--- config.mk ---
export PLATFORM = sky130hd
export DESIGN_NAME = cursor_linked_list_engine
export DESIGN_NICKNAME = d
export VERILOG_FILES = /design/src/rtl/core/cle_pkg.sv /design/src/rtl/core/cle_store.sv /design/src/rtl/core/cursor_linked_list_engine.sv
export VERILOG_INCLUDE_DIRS = /design/src /design/src/rtl/core
export SDC_FILE = /design/constraint.sdc
export NUM_CORES = 1
export LEC_CHECK = 0
export BUFFER_PORTS_ARGS = -buffer_cell sky130_fd_sc_hd__clkbuf_2
export CAP_MARGIN = 10
export CORE_MARGIN = 4
export CORE_UTILIZATION = 32
export CTS_CLUSTER_SIZE = 20
export DETAILED_ROUTE_END_ITERATION = 8
export GPL_ROUTABILITY_DRIVEN = 0
export PLACE_DENSITY = 0.55
export SYNTH_ARGS = -nofsm -noshare
export SYNTH_HDL_FRONTEND = slang
export SYNTH_SLANG_ARGS = --single-unit
--- constraint.sdc ---
create_clock -name clk -period 5.9 [get_ports clk]
set_input_delay 0.295 -clock clk [delete_from_list [all_inputs] [get_ports clk]]
set_output_delay 0.295 -clock clk [all_outputs]
set_load 0.005 [all_outputs]
--- src/rtl/core/cursor_linked_list_engine_macros.svh ---
// Assertion macros shared by the cursor linked list engine RTL.
// Each macro expects clk and rst in scope; no other dependencies.
`ifndef CURSOR_LINKED_LIST_ENGINE_MACROS_SVH
`define CURSOR_LINKED_LIST_ENGINE_MACROS_SVH

// same-cycle implication
`define CLE_ASSERT_IMP(label, ante, cons, msg) \
  label: assert property (@(posedge clk) disable iff (rst) (ante) |-> (cons)) \
    else $error(msg);

// next-cycle implication
`define CLE_ASSERT_NXT(label, ante, cons, msg) \
  label: assert property (@(posedge clk) disable iff (rst) (ante) |=> (cons)) \
    else $error(msg);

`endif

--- src/rtl/core/cle_pkg.sv ---
// Package for the cursor linked list engine: sizes, codes, store request types.
// Used by cle_store and cursor_linked_list_engine; no dependencies.
package cle_pkg;

  localparam int CELLS      = 16;
  localparam int IDX_W      = $clog2(CELLS);
  localparam int LINK_W     = IDX_W + 1;
  localparam int CNT_W      = $clog2(CELLS + 1);
  localparam int MODE_W     = 3;
  localparam int VAL_W      = 32;
  localparam int STAT_W     = 3;
  localparam int COUNT_W    = 5;
  localparam int OUT_DATA_W = ((VAL_W + COUNT_W + 7) / 8) * 8;
  localparam int PAD_W      = OUT_DATA_W - VAL_W - COUNT_W;

  typedef logic [IDX_W-1:0]  idx_t;
  typedef logic [LINK_W-1:0] link_t;
  typedef logic [VAL_W-1:0]  val_t;

  localparam link_t NIL = '1;

  typedef enum logic [MODE_W-1:0] {
    MODE_INS_FIRST  = 3'd0,
    MODE_INS_LAST   = 3'd1,
    MODE_INS_SORTED = 3'd2,
    MODE_DEL_FIRST  = 3'd3,
    MODE_DEL_ALL    = 3'd4,
    MODE_TRAVERSE   = 3'd5
  } mode_e;

  typedef enum logic [STAT_W-1:0] {
    STAT_OK        = 3'd0,
    STAT_FULL      = 3'd1,
    STAT_NOT_FOUND = 3'd2,
    STAT_ELEMENT   = 3'd3,
    STAT_EMPTY     = 3'd4
  } stat_e;

  typedef enum logic [2:0] {
    ST_IDLE,
    ST_WALK,
    ST_TAKE,
    ST_LINK,
    ST_FLUSH
  } state_e;

  typedef struct packed {
    logic en;
    idx_t addr;
  } rd_req_t;

  typedef struct packed {
    logic  we;
    idx_t  addr;
    link_t data;
  } link_wr_t;

  typedef struct packed {
    logic we;
    idx_t addr;
    val_t data;
  } val_wr_t;

  function automatic logic is_cell(link_t l);
    return l < LINK_W'(CELLS);
  endfunction

  // link held by an entry that has not been written since reset
  function automatic link_t reset_link(idx_t i);
    if (i == IDX_W'(CELLS - 1)) begin
      return NIL;
    end else begin
      return link_t'(i) + link_t'(1);
    end
  endfunction

endpackage

--- src/rtl/core/cle_store.sv ---
// Cell store: value memory and link memory, one read port, registered read data.
// Depends on cle_pkg. Link entries carry valid bits so reset needs no sweep.
module cle_store (
  input  logic              clk,
  input  logic              rst,
  input  cle_pkg::rd_req_t  rd,
  input  cle_pkg::val_wr_t  vwr,
  input  cle_pkg::link_wr_t lwr,
  output cle_pkg::val_t     rd_val,
  output cle_pkg::link_t    rd_link
);
  import cle_pkg::*;

  val_t             val_mem  [CELLS];
  link_t            link_mem [CELLS];
  logic [CELLS-1:0] link_valid;

  link_t link_q;
  idx_t  idx_q;
  logic  vld_q;

  always_ff @(posedge clk) begin
    if (vwr.we) begin
      val_mem[vwr.addr] <= vwr.data;
    end
    if (lwr.we) begin
      link_mem[lwr.addr] <= lwr.data;
    end
    if (rd.en) begin
      rd_val <= val_mem[rd.addr];
      link_q <= link_mem[rd.addr];
      idx_q  <= rd.addr;
    end
  end

  always_ff @(posedge clk) begin
    if (rst) begin
      link_valid <= '0;
      vld_q      <= 1'b0;
    end else begin
      if (lwr.we) begin
        link_valid[lwr.addr] <= 1'b1;
      end
      if (rd.en) begin
        vld_q <= link_valid[rd.addr];
      end
    end
  end

  assign rd_link = vld_q ? link_q : reset_link(idx_q);

endmodule

--- src/rtl/core/cursor_linked_list_engine.sv ---
// Cursor linked list engine: one singly linked list of signed values in a cell store.
// Depends on cle_pkg, cle_store and cursor_linked_list_engine_macros.svh.
//
// Requests arrive on the s_ channel: s_tuser is the operation (insert first,
// insert last, insert sorted, delete first match, delete all matches,
// traverse), s_tdata the value. Results leave on the m_ channel: m_tuser is
// the status, m_tdata carries the element and the removed count, m_tlast
// marks the final result of a request. Every request gives one result, but a
// traverse of a non-empty list gives one result per element.
// One request is in work at a time; s_tready is high only while idle.
// Inserts take a free cell and then link it in (ST_TAKE, ST_LINK); insert
// last and insert sorted first walk the list to the insertion point, deletes
// walk the list, and traverse gives its elements in list order as it walks.
// A full store, an unused mode, or a delete or traverse of an empty list goes
// straight to the result. s_tready rises with the final result. The walk reads
// one cell per cycle, except that a traverse waits while the result register is held.
// Reset empties the list and chains every cell on the free chain at once.
// A stalled receiver holds the result register; the engine waits on it and
// resumes when the result is taken.
`include "cursor_linked_list_engine_macros.svh"

module cursor_linked_list_engine (
  input  logic                           clk,
  input  logic                           rst,
  input  logic                           s_tvalid,
  output logic                           s_tready,
  input  logic [cle_pkg::MODE_W-1:0]     s_tuser,  // mode
  input  logic [cle_pkg::VAL_W-1:0]      s_tdata,  // value
  output logic                           m_tvalid,
  input  logic                           m_tready,
  output logic [cle_pkg::STAT_W-1:0]     m_tuser,  // status
  output logic [cle_pkg::OUT_DATA_W-1:0] m_tdata,  // element, removed_count, zero pad
  output logic                           m_tlast
);
  import cle_pkg::*;

  state_e state, state_next;

  logic [MODE_W-1:0] mode_q, mode_next;
  val_t              val_q, val_next;
  link_t             cur, cur_next;
  link_t             prev, prev_next;
  logic [CNT_W-1:0]  n, n_next;
  logic [CNT_W-1:0]  removed, removed_next;
  logic              pend, pend_next;
  link_t             pend_tgt, pend_tgt_next;
  logic              full_q, full_next;
  link_t             free_head, free_head_next;
  link_t             list_head, list_head_next;

  rd_req_t  rd;
  val_wr_t  vwr;
  link_wr_t lwr;
  val_t     rd_val;
  link_t    rd_link;

  logic             emit;
  stat_e            emit_status;
  val_t             emit_elem;
  logic             emit_last;
  logic             slot_free;
  logic [CNT_W-1:0] n_inc;
  logic             more, lt, hit, is_del, is_ins_in;

  cle_store u_store (
    .clk     (clk),
    .rst     (rst),
    .rd      (rd),
    .vwr     (vwr),
    .lwr     (lwr),
    .rd_val  (rd_val),
    .rd_link (rd_link)
  );

  assign s_tready  = (state == ST_IDLE);
  assign slot_free = !m_tvalid || m_tready;
  assign n_inc     = n + CNT_W'(1);
  assign more      = is_cell(rd_link) && (n_inc < CNT_W'(CELLS));
  assign lt        = $signed(rd_val) < $signed(val_q);
  assign hit       = (rd_val == val_q);
  assign is_del    = (mode_q == MODE_DEL_FIRST) || (mode_q == MODE_DEL_ALL);
  assign is_ins_in = (s_tuser == MODE_INS_FIRST) || (s_tuser == MODE_INS_LAST) ||
                     (s_tuser == MODE_INS_SORTED);

  always_comb begin
    state_next = state;
    unique case (state)
      ST_IDLE: begin
        if (s_tvalid) begin
          if (is_ins_in) begin
            if (!is_cell(free_head)) begin
              state_next = ST_FLUSH;
            end else if (s_tuser == MODE_INS_FIRST || !is_cell(list_head)) begin
              state_next = ST_TAKE;
            end else begin
              state_next = ST_WALK;
            end
          end else if (s_tuser == MODE_DEL_FIRST || s_tuser == MODE_DEL_ALL ||
                       s_tuser == MODE_TRAVERSE) begin
            state_next = is_cell(list_head) ? ST_WALK : ST_FLUSH;
          end else begin
            state_next = ST_FLUSH;
          end
        end
      end
      ST_WALK: begin
        unique case (mode_q)
          MODE_INS_LAST:   state_next = more ? ST_WALK : ST_TAKE;
          MODE_INS_SORTED: state_next = (lt && more) ? ST_WALK : ST_TAKE;
          MODE_DEL_FIRST:  state_next = (!hit && more) ? ST_WALK : ST_FLUSH;
          MODE_DEL_ALL:    state_next = more ? ST_WALK : ST_FLUSH;
          MODE_TRAVERSE: begin
            if (slot_free && !more) begin
              state_next = ST_IDLE;
            end
          end
          default:         state_next = ST_FLUSH;
        endcase
      end
      ST_TAKE:  state_next = ST_LINK;
      ST_LINK:  state_next = ST_FLUSH;
      ST_FLUSH: state_next = slot_free ? ST_IDLE : ST_FLUSH;
      default:  state_next = ST_IDLE;
    endcase
  end

  always_comb begin
    rd             = '0;
    vwr            = '0;
    lwr            = '0;
    emit           = 1'b0;
    emit_status    = STAT_OK;
    emit_elem      = '0;
    emit_last      = 1'b1;
    mode_next      = mode_q;
    val_next       = val_q;
    cur_next       = cur;
    prev_next      = prev;
    n_next         = n;
    removed_next   = removed;
    pend_next      = pend;
    pend_tgt_next  = pend_tgt;
    full_next      = full_q;
    free_head_next = free_head;
    list_head_next = list_head;
    unique case (state)
      ST_IDLE: begin
        if (s_tvalid) begin
          mode_next    = s_tuser;
          val_next     = s_tdata;
          cur_next     = list_head;
          prev_next    = NIL;
          n_next       = '0;
          removed_next = '0;
          pend_next    = 1'b0;
          full_next    = is_ins_in && !is_cell(free_head);
          rd.en        = is_cell(list_head);
          rd.addr      = list_head[IDX_W-1:0];
        end
      end
      ST_WALK: begin
        rd.addr = rd_link[IDX_W-1:0];
        unique case (mode_q)
          MODE_INS_LAST, MODE_INS_SORTED: begin
            if (mode_q == MODE_INS_LAST || lt) begin
              prev_next = cur;
              cur_next  = rd_link;
              n_next    = n_inc;
              rd.en     = more;
            end
          end
          MODE_DEL_FIRST, MODE_DEL_ALL: begin
            if (hit) begin
              // unlink cur, push it on the free chain; prev's link is deferred
              lwr            = '{we: 1'b1, addr: cur[IDX_W-1:0], data: free_head};
              free_head_next = cur;
              removed_next   = removed + CNT_W'(1);
              cur_next       = rd_link;
              n_next         = n_inc;
              if (!is_cell(prev)) begin
                list_head_next = rd_link;
              end else begin
                pend_next     = 1'b1;
                pend_tgt_next = rd_link;
              end
              rd.en = (mode_q == MODE_DEL_ALL) && more;
            end else begin
              if (pend) begin
                lwr       = '{we: 1'b1, addr: prev[IDX_W-1:0], data: pend_tgt};
                pend_next = 1'b0;
              end
              prev_next = cur;
              cur_next  = rd_link;
              n_next    = n_inc;
              rd.en     = more;
            end
          end
          MODE_TRAVERSE: begin
            if (slot_free) begin
              emit        = 1'b1;
              emit_status = STAT_ELEMENT;
              emit_elem   = rd_val;
              emit_last   = !more;
              prev_next   = cur;
              cur_next    = rd_link;
              n_next      = n_inc;
              rd.en       = more;
            end
          end
          default: begin
          end
        endcase
      end
      ST_TAKE: begin
        rd.en   = 1'b1;
        rd.addr = free_head[IDX_W-1:0];
      end
      ST_LINK: begin
        free_head_next = rd_link;
        vwr = '{we: 1'b1, addr: free_head[IDX_W-1:0], data: val_q};
        lwr = '{we: 1'b1, addr: free_head[IDX_W-1:0],
                data: (mode_q == MODE_INS_LAST) ? NIL : cur};
        if (!is_cell(prev)) begin
          list_head_next = free_head;
        end else begin
          pend_next     = 1'b1;
          pend_tgt_next = free_head;
        end
      end
      ST_FLUSH: begin
        if (pend) begin
          lwr       = '{we: 1'b1, addr: prev[IDX_W-1:0], data: pend_tgt};
          pend_next = 1'b0;
        end
        if (slot_free) begin
          emit = 1'b1;
          priority if (full_q) begin
            emit_status = STAT_FULL;
          end else if (is_del) begin
            emit_status = (removed != '0) ? STAT_OK : STAT_NOT_FOUND;
          end else if (mode_q == MODE_TRAVERSE) begin
            emit_status = STAT_EMPTY;
          end else begin
            emit_status = STAT_OK;
          end
        end
      end
      default: begin
      end
    endcase
  end

  always_ff @(posedge clk) begin
    if (rst) begin
      state     <= ST_IDLE;
      n         <= '0;
      removed   <= '0;
      pend      <= 1'b0;
      full_q    <= 1'b0;
      free_head <= '0;
      list_head <= NIL;
    end else begin
      state     <= state_next;
      n         <= n_next;
      removed   <= removed_next;
      pend      <= pend_next;
      full_q    <= full_next;
      free_head <= free_head_next;
      list_head <= list_head_next;
    end
  end

  always_ff @(posedge clk) begin
    mode_q   <= mode_next;
    val_q    <= val_next;
    cur      <= cur_next;
    prev     <= prev_next;
    pend_tgt <= pend_tgt_next;
  end

  always_ff @(posedge clk) begin
    if (rst) begin
      m_tvalid <= 1'b0;
    end else if (emit) begin
      m_tvalid <= 1'b1;
    end else if (m_tready) begin
      m_tvalid <= 1'b0;
    end
  end

  always_ff @(posedge clk) begin
    if (emit) begin
      m_tuser <= emit_status;
      m_tdata <= {{PAD_W{1'b0}}, COUNT_W'(removed), emit_elem};
      m_tlast <= emit_last;
    end
  end

  `CLE_ASSERT_IMP(a_emit_slot, emit, slot_free, "result register overwritten")
  `CLE_ASSERT_IMP(a_rw_apart, rd.en && lwr.we, rd.addr != lwr.addr, "link read and write collide")
  `CLE_ASSERT_IMP(a_idle_clean, state == ST_IDLE, !pend, "deferred link left at idle")
  `CLE_ASSERT_IMP(a_removed_bound, state == ST_WALK || state == ST_FLUSH, removed <= n, "removed count exceeds cells walked")
  `CLE_ASSERT_NXT(a_full_reject, s_tvalid && s_tready && is_ins_in && !is_cell(free_head), state == ST_FLUSH && full_q, "full store not rejected")

endmodule
# Word-level counts from Yosys, hierarchy flattened
# Memories as Yosys holds them, arrays and structs flattened. A register that Yosys moved wholly into a read port is not among the register bits.
# Cells that the tools add are included.
[totals]
ram_bits = 592
wordCells = 188
n_memories = 2
output_inout_bits = 46
register_bits = 138
input_bits = 39
[classes]
bitwise_logic = 1
add_sub_neg = 3
order_cmp = 9
eq_ne = 28
reduce_logical = 39
muxes = 86
[memory_table]
columns = ["name", "words", "word_bits", "read_ports", "rd_clocked_by_memory_dff", "write_ports", "line", "text"]
rows = [
  ["u_store.val_mem", 16, 32, 1, 1, 1, "cle_store.sv:14", "val_t val_mem [CELLS];"],
  ["u_store.link_mem", 16, 5, 1, 1, 1, "cle_store.sv:15", "link_t link_mem [CELLS];"],
]
[ops]
columns = ["operator", "n"]
rows = [
  ["$mux 5", 26],
  ["$pmux 5 s2", 7],
  ["$pmux 5 s3", 4],
  ["$mux 3", 13],
  ["$mux 37", 1],
  ["$eq 32x32->1", 1],
  ["$lt 32x32->1", 1],
  ["$mux 10", 3],
  ["$pmux 10 s3", 1],
  ["$pmux 3 s5", 2],
  ["$lt 5x5->1 const B", 5],
  ["$eq 3x2->1 const B", 6],
  ["$mux 1", 17],
  ["$or 16x16->16", 1],
  ["$eq 3x3->1 const B", 5],
  ["$reduce_and 5->1", 3],
  ["$mux 2", 6],
  ["$ne 2x2->1 const B", 6],
  ["$ne 3x3->1 const B", 4],
  ["$add 5x1->5 const B", 2],
  ["$lt 4x5->1 const B", 2],
  ["$eq 3x1->1 const B", 3],
  ["$reduce_and 3->1", 3],
  ["$logic_or 1x1->1", 8],
  ["other kinds (21)", 36],
]

# Logic depth before layout (Yosys ltp)
# Gate-level depths: netlist (run 1).
[depth]
depth_word = 11
depth_mapped = 13
depth_no_buf = 10

# Hierarchy
# A second synthesis (run 1) with hierarchy kept.
[unflattened]
cells_unflattened = 1571
hier_area_um2 = 30350.4
[by_module_without_submodules]
columns = ["module", "seq_area_each_um2", "instances", "area_each_um2", "cells_each"]
rows = [
  ["cle_store", 19348.6, 1, 24383.4, 994],
  ["cursor_linked_list_engine", 3253.1, 1, 5967.0, 577],
]

# Worst setup path after synthesis (run 1)
# No wires, ideal clock.
[synth_path]
path_kind = "register -> register"
start = "reg state[1]"
end = "mem u_store.val_mem[2][0] (netlist bit) (enable)"
setup_ns = 0.461
stages_incl_launch_ff = 8
setup_slack_ns = 1.732
arrival_ns = 3.707
synth_period_minus_slack_ns = 4.168
path_buffers = 3
required_ns = 5.439
path_cell_list = "dfxtp_1 clkbuf_1 clkbuf_1 nand2_1 clkbuf_1 nor2_1 nand2_1 nor3_1"
[synth_between]
elab_chain_len = 4
[synth_rtl]
columns = ["item", "line", "text"]
rows = [
  ["start, declared", "cursor_linked_list_engine.sv:37", "state_e state, state_next;"],
  ["start signal, assigned", "cursor_linked_list_engine.sv:263", "state <= state_next;"],
  ["$eq 3x2->1 *", "cursor_linked_list_engine.sv:146", "unique case (state)"],
  ["$mux 37 *", "cursor_linked_list_engine.sv:146", ""],
  ["$mux 1", "cle_store.sv:23", "if (vwr.we) begin"],
  ["$mux 1 (not written as such)", "cle_store.sv:24", "val_mem[vwr.addr] <= vwr.data;"],
  ["end, declared", "cle_store.sv:14", ""],
]
# Every way passes the cells marked *; elsewhere a longest branch is shown, timed or not.

# Worst setup path in the final report (run 1)
[layout_path]
start = "reg state[1]"
end = "reg u_store.link_q[3] (read register of u_store.link_mem) (data pin)"
[layout_between]
elab_chain_len = 2
elab_cells_between_ends = 4
classes_between = "eq/ne (2); mux (1); reduce/logical (1)"
[layout_rtl]
columns = ["item", "line", "text"]
rows = [
  ["$eq 3x2->1, or another cell as far along", "cursor_linked_list_engine.sv:146", ""],
  ["$pmux 5 s3 *", "cursor_linked_list_engine.sv:146", ""],
  ["end, declared", "cle_store.sv:18", "link_t link_q;"],
]
# Marks and branches as above.
# A chain may end at the register's enable or synchronous reset.

==> run_results.csv, run 1 <==
group,metric,value,unit
floorplan,die-width,322.9,um
timing,setup-violations-final,0,
global_routing,groute.usage.overall,16.48,%
logic_synthesis,synth_top_area_share,68.51,%
detailed_routing,drt_first_iter_violations,1843,
worst_setup_path,critPathKind,"reg -> reg",
logic_synthesis,synth_top_family_by_area,"simple AND/OR/NAND/NOR gates",
logic_synthesis,synth_compound_area_share,9.562,%
detailed_routing,drc_errors,0,
cts,cts_root_buffer,"clkbuf_16",
placed_design,post-place-ws,1.415,ns
timing,rsz0062_at_grt,"false",
timing,finalHoldViolCount,0,
logic_synthesis,yosys-top-cells-count,"edfxtp_1, nand2_1, nand3_1, clkbuf_1, a311oi_1",
logic_synthesis,post_synth_xor_area_fraction,0.1104,%
global_routing,grt_overflow,0,
detailed_routing,wirelength,87580,um
layout,nFillCells,9455,
floorplan,io_pins,85,
layout,instances_no_fill,3896,
cts,clk_pin_slew_worst_paths,0.06,ns
logic_synthesis,syn_area,0.03173,sq mm
logic_synthesis,yosysUniqueCellTypes,74,
detailed_routing,viasPerCell,5.305,
cts,clkSinkCount,767,
pwr,peakVddDrop,0.1935,mV
global_routing,antenna_found_initial,0,
global_routing,grt_pass1_vias,20373,
floorplan,num_rows,115,
pwr,leakage,12.53,nW
logic_synthesis,ys_seq_elements,767,
logic_synthesis,yosysSeqAreaShare,71.23,%
placed_design,hpwl,47540,um
timing,final-max-slew-violation-count,0,
logic_synthesis,post-synth-top-area-cell,"edfxtp_1",
layout,drive_gt1_share,11.12,%
timing,worst_slack,1.313,ns
floorplan,start_util,32.24,%
logic_synthesis,syn_inst,2459,
hold_path,hold_class,"in -> reg",
worst_setup_path,worstPathMaxFanout,139,
floorplan,die_area,0.1043,sq mm
timing,max_freq,218.0,MHz
detailed_routing,vias,20669,
cts,cts_tree,"built",
worst_setup_path,arrival,4.92,ns
run_status,status,"finished clean",
placed_design,placed_area,0.03361,sq mm
worst_setup_path,crit_required,6.23,ns
cts,cts_hold_buffers,35,
timing,max_slew_margin,18.30,%
logic_synthesis,synthArstFlopShare,0,%
logic_synthesis,synth_edf_count,724,
logic_synthesis,synth_fa_ha_area_share,1.420,%
detailed_routing,first_pass_iters,6,
worst_setup_path,worstSetupEndpointType,"register",
cts,clk_latency,0.64,ns
logic_synthesis,synthMuxAreaShare,0.5678,%
placed_design,dp.cells,3708,
cts,numCtsBuffers,85,
cts,post_cts_buffers,0,
global_routing,grt_max_degree,151,
logic_synthesis,synthTopCellsByArea,"edfxtp_1, nand2_1, a311oi_1, dfxtp_1, nand3_1",
timing,worstMarginPinSlew,1.223,ns
logic_synthesis,ys.warnings.count,0,
floorplan,die_h,322.9,um
timing,fin_tns_setup,0,ns
layout,antennaDiodeCount,0,
layout,nets,2619,
placed_design,numPortBuffers,81,
logic_synthesis,synth_most_common_cell,"edfxtp_1",
detailed_routing,antenna_left,0,
global_routing,grt_pass1_wl,130000,um
worst_setup_path,start_kind,"register",
cts,clk_path_buf_depth,3,
logic_synthesis,synth_ff_type,"edfxtp_1",
job,cap_violations,0,
timing,fin_crit,4.587,ns
logic_synthesis,synthSimpleGateAreaFrac,14.04,%
pwr,power_density,359.1,mW/mm^2
layout,area_growth,15.54,%
detailed_routing,wl_per_cell,22.48,um
cts,cts_max_level,3,
layout,final_cell_area,0.03666,sq mm
logic_synthesis,avgSynthCellArea,12.90,sq um
timing,fin_skew,0.02453,ns
cts,cts_resized,0,
floorplan,coreArea,0.09842,sq mm
timing,period_share,77.75,%
==> state kept, by name (all words and copies together) (netlist names), 3 cells and up <==
register / flops
state: 3
u_store.link_valid: 16
mode_q: 3
free_head: 5
val_q: 32
u_store.val_mem: 512
u_store.rd_val: 32
m_tuser: 3
u_store.link_mem: 80
removed: 5
m_tdata: 37
u_store.idx_q: 4
n: 5
pend_tgt: 5
prev: 5
cur: 5
u_store.link_q: 5
list_head: 5
==> where the power goes <==
part / internal (mW) / switching (mW)
sequential: 6.06 / 0.0767
combinational: 0.582 / 1.28
clock: 3.05 / 2.12
==> metrics by stage <==
| step | hold slack, ns | utilization [%] | power, mW |
|---|---|---|---|
| finish | 0.1248 | 37.25 | 13.17 |
| global route | 0.1411 | 37.25 | 13.71 |
| CTS | 0.07598 | 37.25 | 13.28 |
| detailed placement | 0.4389 | 34.15 | 8.092 |
| global placement | 0.4355 | 34.15 | 8.066 |
| floorplan | 0.3939 | - | 7.494 |
==> cells in the final DEF (no fill, tap or decap), types with 5 or more instances in the layout <==
master	Yosys	final
and2_1	38	36
nor3_1	16	12
clkinv_1	2	19
buf_4	4	44
nand4_1	7	7
clkbuf_1	116	17
o21a_1	7	7
nor4_1	5	5
nor2_1	90	76
mux2i_1	18	18
nand2_1	499	497
dlygate4sd3_1	0	35
a311oi_1	111	111
bufinv_16	0	8
nand3b_1	11	11
a211oi_1	80	80
clkbuf_16	0	87
or3_1	6	6
nand2b_1	11	11
nor2b_1	9	9
edfxtp_1	724	724
clkbuf_2	0	81
nand3_1	168	168
ha_1	36	36
o211ai_1	15	15
inv_1	65	65
dfxtp_1	43	43
and3_1	84	84
a21oi_1	89	88
clkinv_2	0	18
nor2_4	0	14
o21ai_0	29	29
a31oi_1	46	46
==> per-layer routing <==
| layer | up-vias | track usage [%] | routed length (um) |
|---|---|---|---|
| met5 | - | 0 | 0 |
| met4 | 0 | 4.915 | 2346 |
| met3 | 160 | 2.565 | 5156 |
| met2 | 679 | 27.44 | 42340 |
| met1 | 10429 | 22.37 | 37740 |
| li1 | 9401 | - | - |
==> worst max-delay path, stage by stage, from the launching register on <==
cell	delay [ns]
dfxtp_1	0.78
or3b_1	0.66
a211o_2	0.40
and2_4	0.63
inv_8	0.42
buf_4	0.45
a211oi_1	0.32
a311oi_1	0.10
a31oi_1	0.27
a21oi_1	0.10
==> worst paths after layout <==
kind | start | to | slack, ns | depth (start not counted)
hold reg to reg | u_store.link_valid[6]$_SDFFE_PP0P_ | u_store.link_valid[6]$_SDFFE_PP0P_ | 0.45 | 2
hold / removal | m_tready | m_tvalid$_SDFFE_PP0P_ | 0.12 | 3
setup reg to reg | state[1]$_SDFFE_PP0P_ | u_store.link_q[3]$_DFFE_PP_ | 1.31 | 9
setup / recovery | state[1]$_SDFFE_PP0P_ | u_store.link_q[3]$_DFFE_PP_ | 1.31 | 9
==> cell type report <==
class	count	area [sq um]	share of cell area [%]
repair buffers	164	1151	3.140
clock buffers	104	2241	6.112
multi-input cells	1457	8333	22.73
well taps	1287	1610	4.392
inverters	69	271.5	0.7405
flip-flops and latches	767	22600	61.65
clock inverters	48	455.4	1.242
==> cell families (layout without fill, tap and decap cells) <==
kind of cell	count (synthesis)	in the layout
AO/OA/AOI/OAI	427	427
adder cells (fa/ha/maj)	36	36
buffers and inverters	237	385
other	1	3
multiplexers	18	18
XOR/XNOR	4	4
flip-flops	767	767
AND/OR/NAND/NOR	969	969
(Power assumes the default switching activity.)
==> inputs of run 2 (changes only) <==
--- a/config.mk
+++ b/config.mk
@@ -13,7 +13,7 @@
 export CTS_CLUSTER_SIZE = 20
 export DETAILED_ROUTE_END_ITERATION = 8
 export GPL_ROUTABILITY_DRIVEN = 0
-export PLACE_DENSITY = 0.55
+export PLACE_DENSITY = 0.57
 export SYNTH_ARGS = -nofsm -noshare
 export SYNTH_HDL_FRONTEND = slang
 export SYNTH_SLANG_ARGS = --single-unit
==> constraint.sdc (replaced) <==
create_clock -name clk -period 3.7 [get_ports clk]
set_input_delay 0.185 -clock clk [delete_from_list [all_inputs] [get_ports clk]]
set_output_delay 0.185 -clock clk [all_outputs]
set_load 0.005 [all_outputs]
==> run 2 against run 1 <==
Highest routed layer unchanged. Combinational power is 70% higher. Maximum frequency grew 33%. Die area unchanged. Power rose by 58%. Global-route usage about the same. Clock skew is 0.027 ns higher. Routed wire length fell by 0.37%. Critical path depth down 1.
==> run_results.csv, run 2 (synthesis gave the netlist of run 1 again) <==
group,metric,value,unit
run_status,status,"finished clean",
floorplan,coreArea,0.09842,sq mm
worst_setup_path,worstPathMaxFanout,6,
worst_setup_path,crit_required,4.05,ns
worst_setup_path,critPathKind,"reg -> reg",
layout,nFillCells,9303,
timing,final-max-slew-violation-count,0,
job,cap_violations,0,
timing,period_share,93.31,%
detailed_routing,viasPerCell,5.280,
detailed_routing,vias,20839,
layout,nets,2672,
pwr,peakVddDrop,0.3191,mV
worst_setup_path,r2r_start,"u_store.rd_val[19]$_DFFE_PP_",
detailed_routing,drt_first_iter_violations,2016,
timing,max_slew_margin,29.55,%
global_routing,grt_pass1_vias,20477,
hold_path,hold_start,"rst",
worst_setup_path,worstSetupEndpointType,"register",
timing,fin_tns_setup,0,ns
floorplan,die_area,0.1043,sq mm
cts,clk_path_buf_depth,3,
global_routing,grt_max_degree,94,
detailed_routing,drc_errors,0,
timing,finalHoldViolCount,0,
layout,drive_gt1_share,13.05,%
hold_path,hold_class,"in -> reg",
cts,cts_tree,"built",
worst_setup_path,arrival,3.81,ns
timing,fin_skew,0.05169,ns
floorplan,die-width,322.9,um
worst_setup_path,r2r_end,"u_store.link_mem[14][1]$_DFFE_PP_",
placed_design,hpwl,49720,um
layout,final_cell_area,0.03726,sq mm
layout,final_common_cell,"edfxtp_1",
layout,largestRegisters,"u_store.val_mem x512, u_store.link_mem x80, m_tdata x37",
worst_setup_path,start_kind,"register",
detailed_routing,wirelength,87260,um
timing,fin_crit,3.453,ns
cts,cts_max_level,3,
global_routing,grt_pass1_wl,130000,um
global_routing,antenna_found_initial,1,
worst_setup_path,worstRegToRegCells,8,
floorplan,io_pins,85,
floorplan,num_rows,115,
detailed_routing,antenna_left,0,
layout,area_growth,17.43,%
cts,cts_root_buffer,"clkbuf_16",
timing,max_freq,289.6,MHz
layout,largest-register,"u_store.val_mem",
global_routing,grt_overflow,0,
cts,numCtsBuffers,82,
floorplan,start_util,32.24,%
timing,rsz0062_at_grt,"false",
hold_path,hold_depth,3,
detailed_routing,first_pass_iters,5,
cts,clk_latency,0.65,ns
placed_design,numPortBuffers,81,
cts,post_cts_buffers,0,
worst_setup_path,r2r_slack,0.25,ns
cts,clk_pin_slew_worst_paths,0.06,ns
layout,antennaDiodeCount,0,
timing,worstMarginPinSlew,1.053,ns
floorplan,die_h,322.9,um
detailed_routing,wl_per_cell,22.11,um
global_routing,groute.usage.overall,16.44,%
pwr,power_density,557.5,mW/mm^2
timing,setup-violations-final,0,
hold_path,min_to,"removed[0]$_SDFFE_PP0P_",
layout,layout_common_cells,"edfxtp_1, nand2_1, nand3_1, a311oi_1, a21oi_1",
placed_design,placed_area,0.03433,sq mm
layout,largest_reg_flops,512,
pwr,leakage,12.78,nW
cts,clkSinkCount,767,
-- run 2: critical path, stage by stage (launching register included) --
cell and delay (ns):
edfxtp_1 0.40, ha_1 0.33, nand4_1 0.39, or4_1 0.69, o211ai_1 0.32, a21oi_1 0.18
a211oi_2 0.41, nor3b_1 0.25, buf_4 0.19
-- run 2: cell type report --
class | count | area [sq um] | area share [%]
Inverter | 69 | 271.5 | 0.7287
Timing Repair Buffer | 220 | 1852 | 4.970
Tap cell | 1287 | 1610 | 4.322
Multi-Input combinational cell | 1457 | 8359 | 22.43
Sequential cell | 767 | 22600 | 60.66
Clock buffer | 101 | 2143 | 5.752
Clock inverter | 46 | 424.2 | 1.138
-- run 2: timing repair --
action / in CTS / in global routing
hold buffers: 36 / 0
hold endpoints to repair: 37 / 0
setup endpoints to repair: 0 / 5
resized for setup: 0 / 1
-- run 2: worst max path at each step --
stage	from	end	slack (ns)	depth (start not counted)
2_1_floorplan	u_store.rd_val[14]$_DFFE_PP_	u_store.idx_q[0]$_DFFE_PP_	0.33	7
3_3_place_gp	u_store.rd_val[19]$_DFFE_PP_	u_store.link_mem[14][4]$_DFFE_PP_	0.33	8
4_1_cts	u_store.rd_val[18]$_DFFE_PP_	u_store.link_mem[0][2]$_DFFE_PP_	0.25	8
3_5_place_dp	u_store.rd_val[18]$_DFFE_PP_	u_store.link_mem[0][2]$_DFFE_PP_	0.27	8
5_1_grt	u_store.rd_val[18]$_DFFE_PP_	u_store.link_mem[1][1]$_DFFE_PP_	0.08	9
6_report	u_store.rd_val[19]$_DFFE_PP_	u_store.link_mem[14][1]$_DFFE_PP_	0.25	8
-- run 2: routing by layer --
metal	part of all wire (%)	wire (um)	vias up	global-route usage, %
li1	-	-	9504	-
met1	43	37590	10437	22.05
met2	49	42370	741	28.06
met3	5.9	5153	157	2.284
met4	2.5	2144	0	4.587
met5	0	0	-	0
-- run 2: where the power goes --
| group | total, mW | switching, mW | leakage, nW | internal (mW) |
|---|---|---|---|---|
| sequential | 9.76 | 0.0992 | 6.49 | 9.66 |
| combinational | 3.17 | 2.10 | 5.04 | 1.07 |
| clock | 7.84 | 3.41 | 1.25 | 4.44 |
-- run 2: through the flow --
step / instances / util, % / worst slack, ns / power (mW) / hold slack [ns]
after CTS: 3947 / 37.85 / 0.2486 / 20.92 / 0.01464
after global routing: 3947 / 37.86 / 0.07651 / 21.62 / 0.03925
after detailed placement: 3764 / 34.88 / 0.2741 / 13.06 / 0.3641
after floorplan: 2461 / - / 0.3322 / 11.95 / 0.2839
final: 3947 / 37.86 / 0.2474 / 20.77 / 0.05998
after global placement: 3764 / 34.88 / 0.3302 / 13.02 / 0.3629
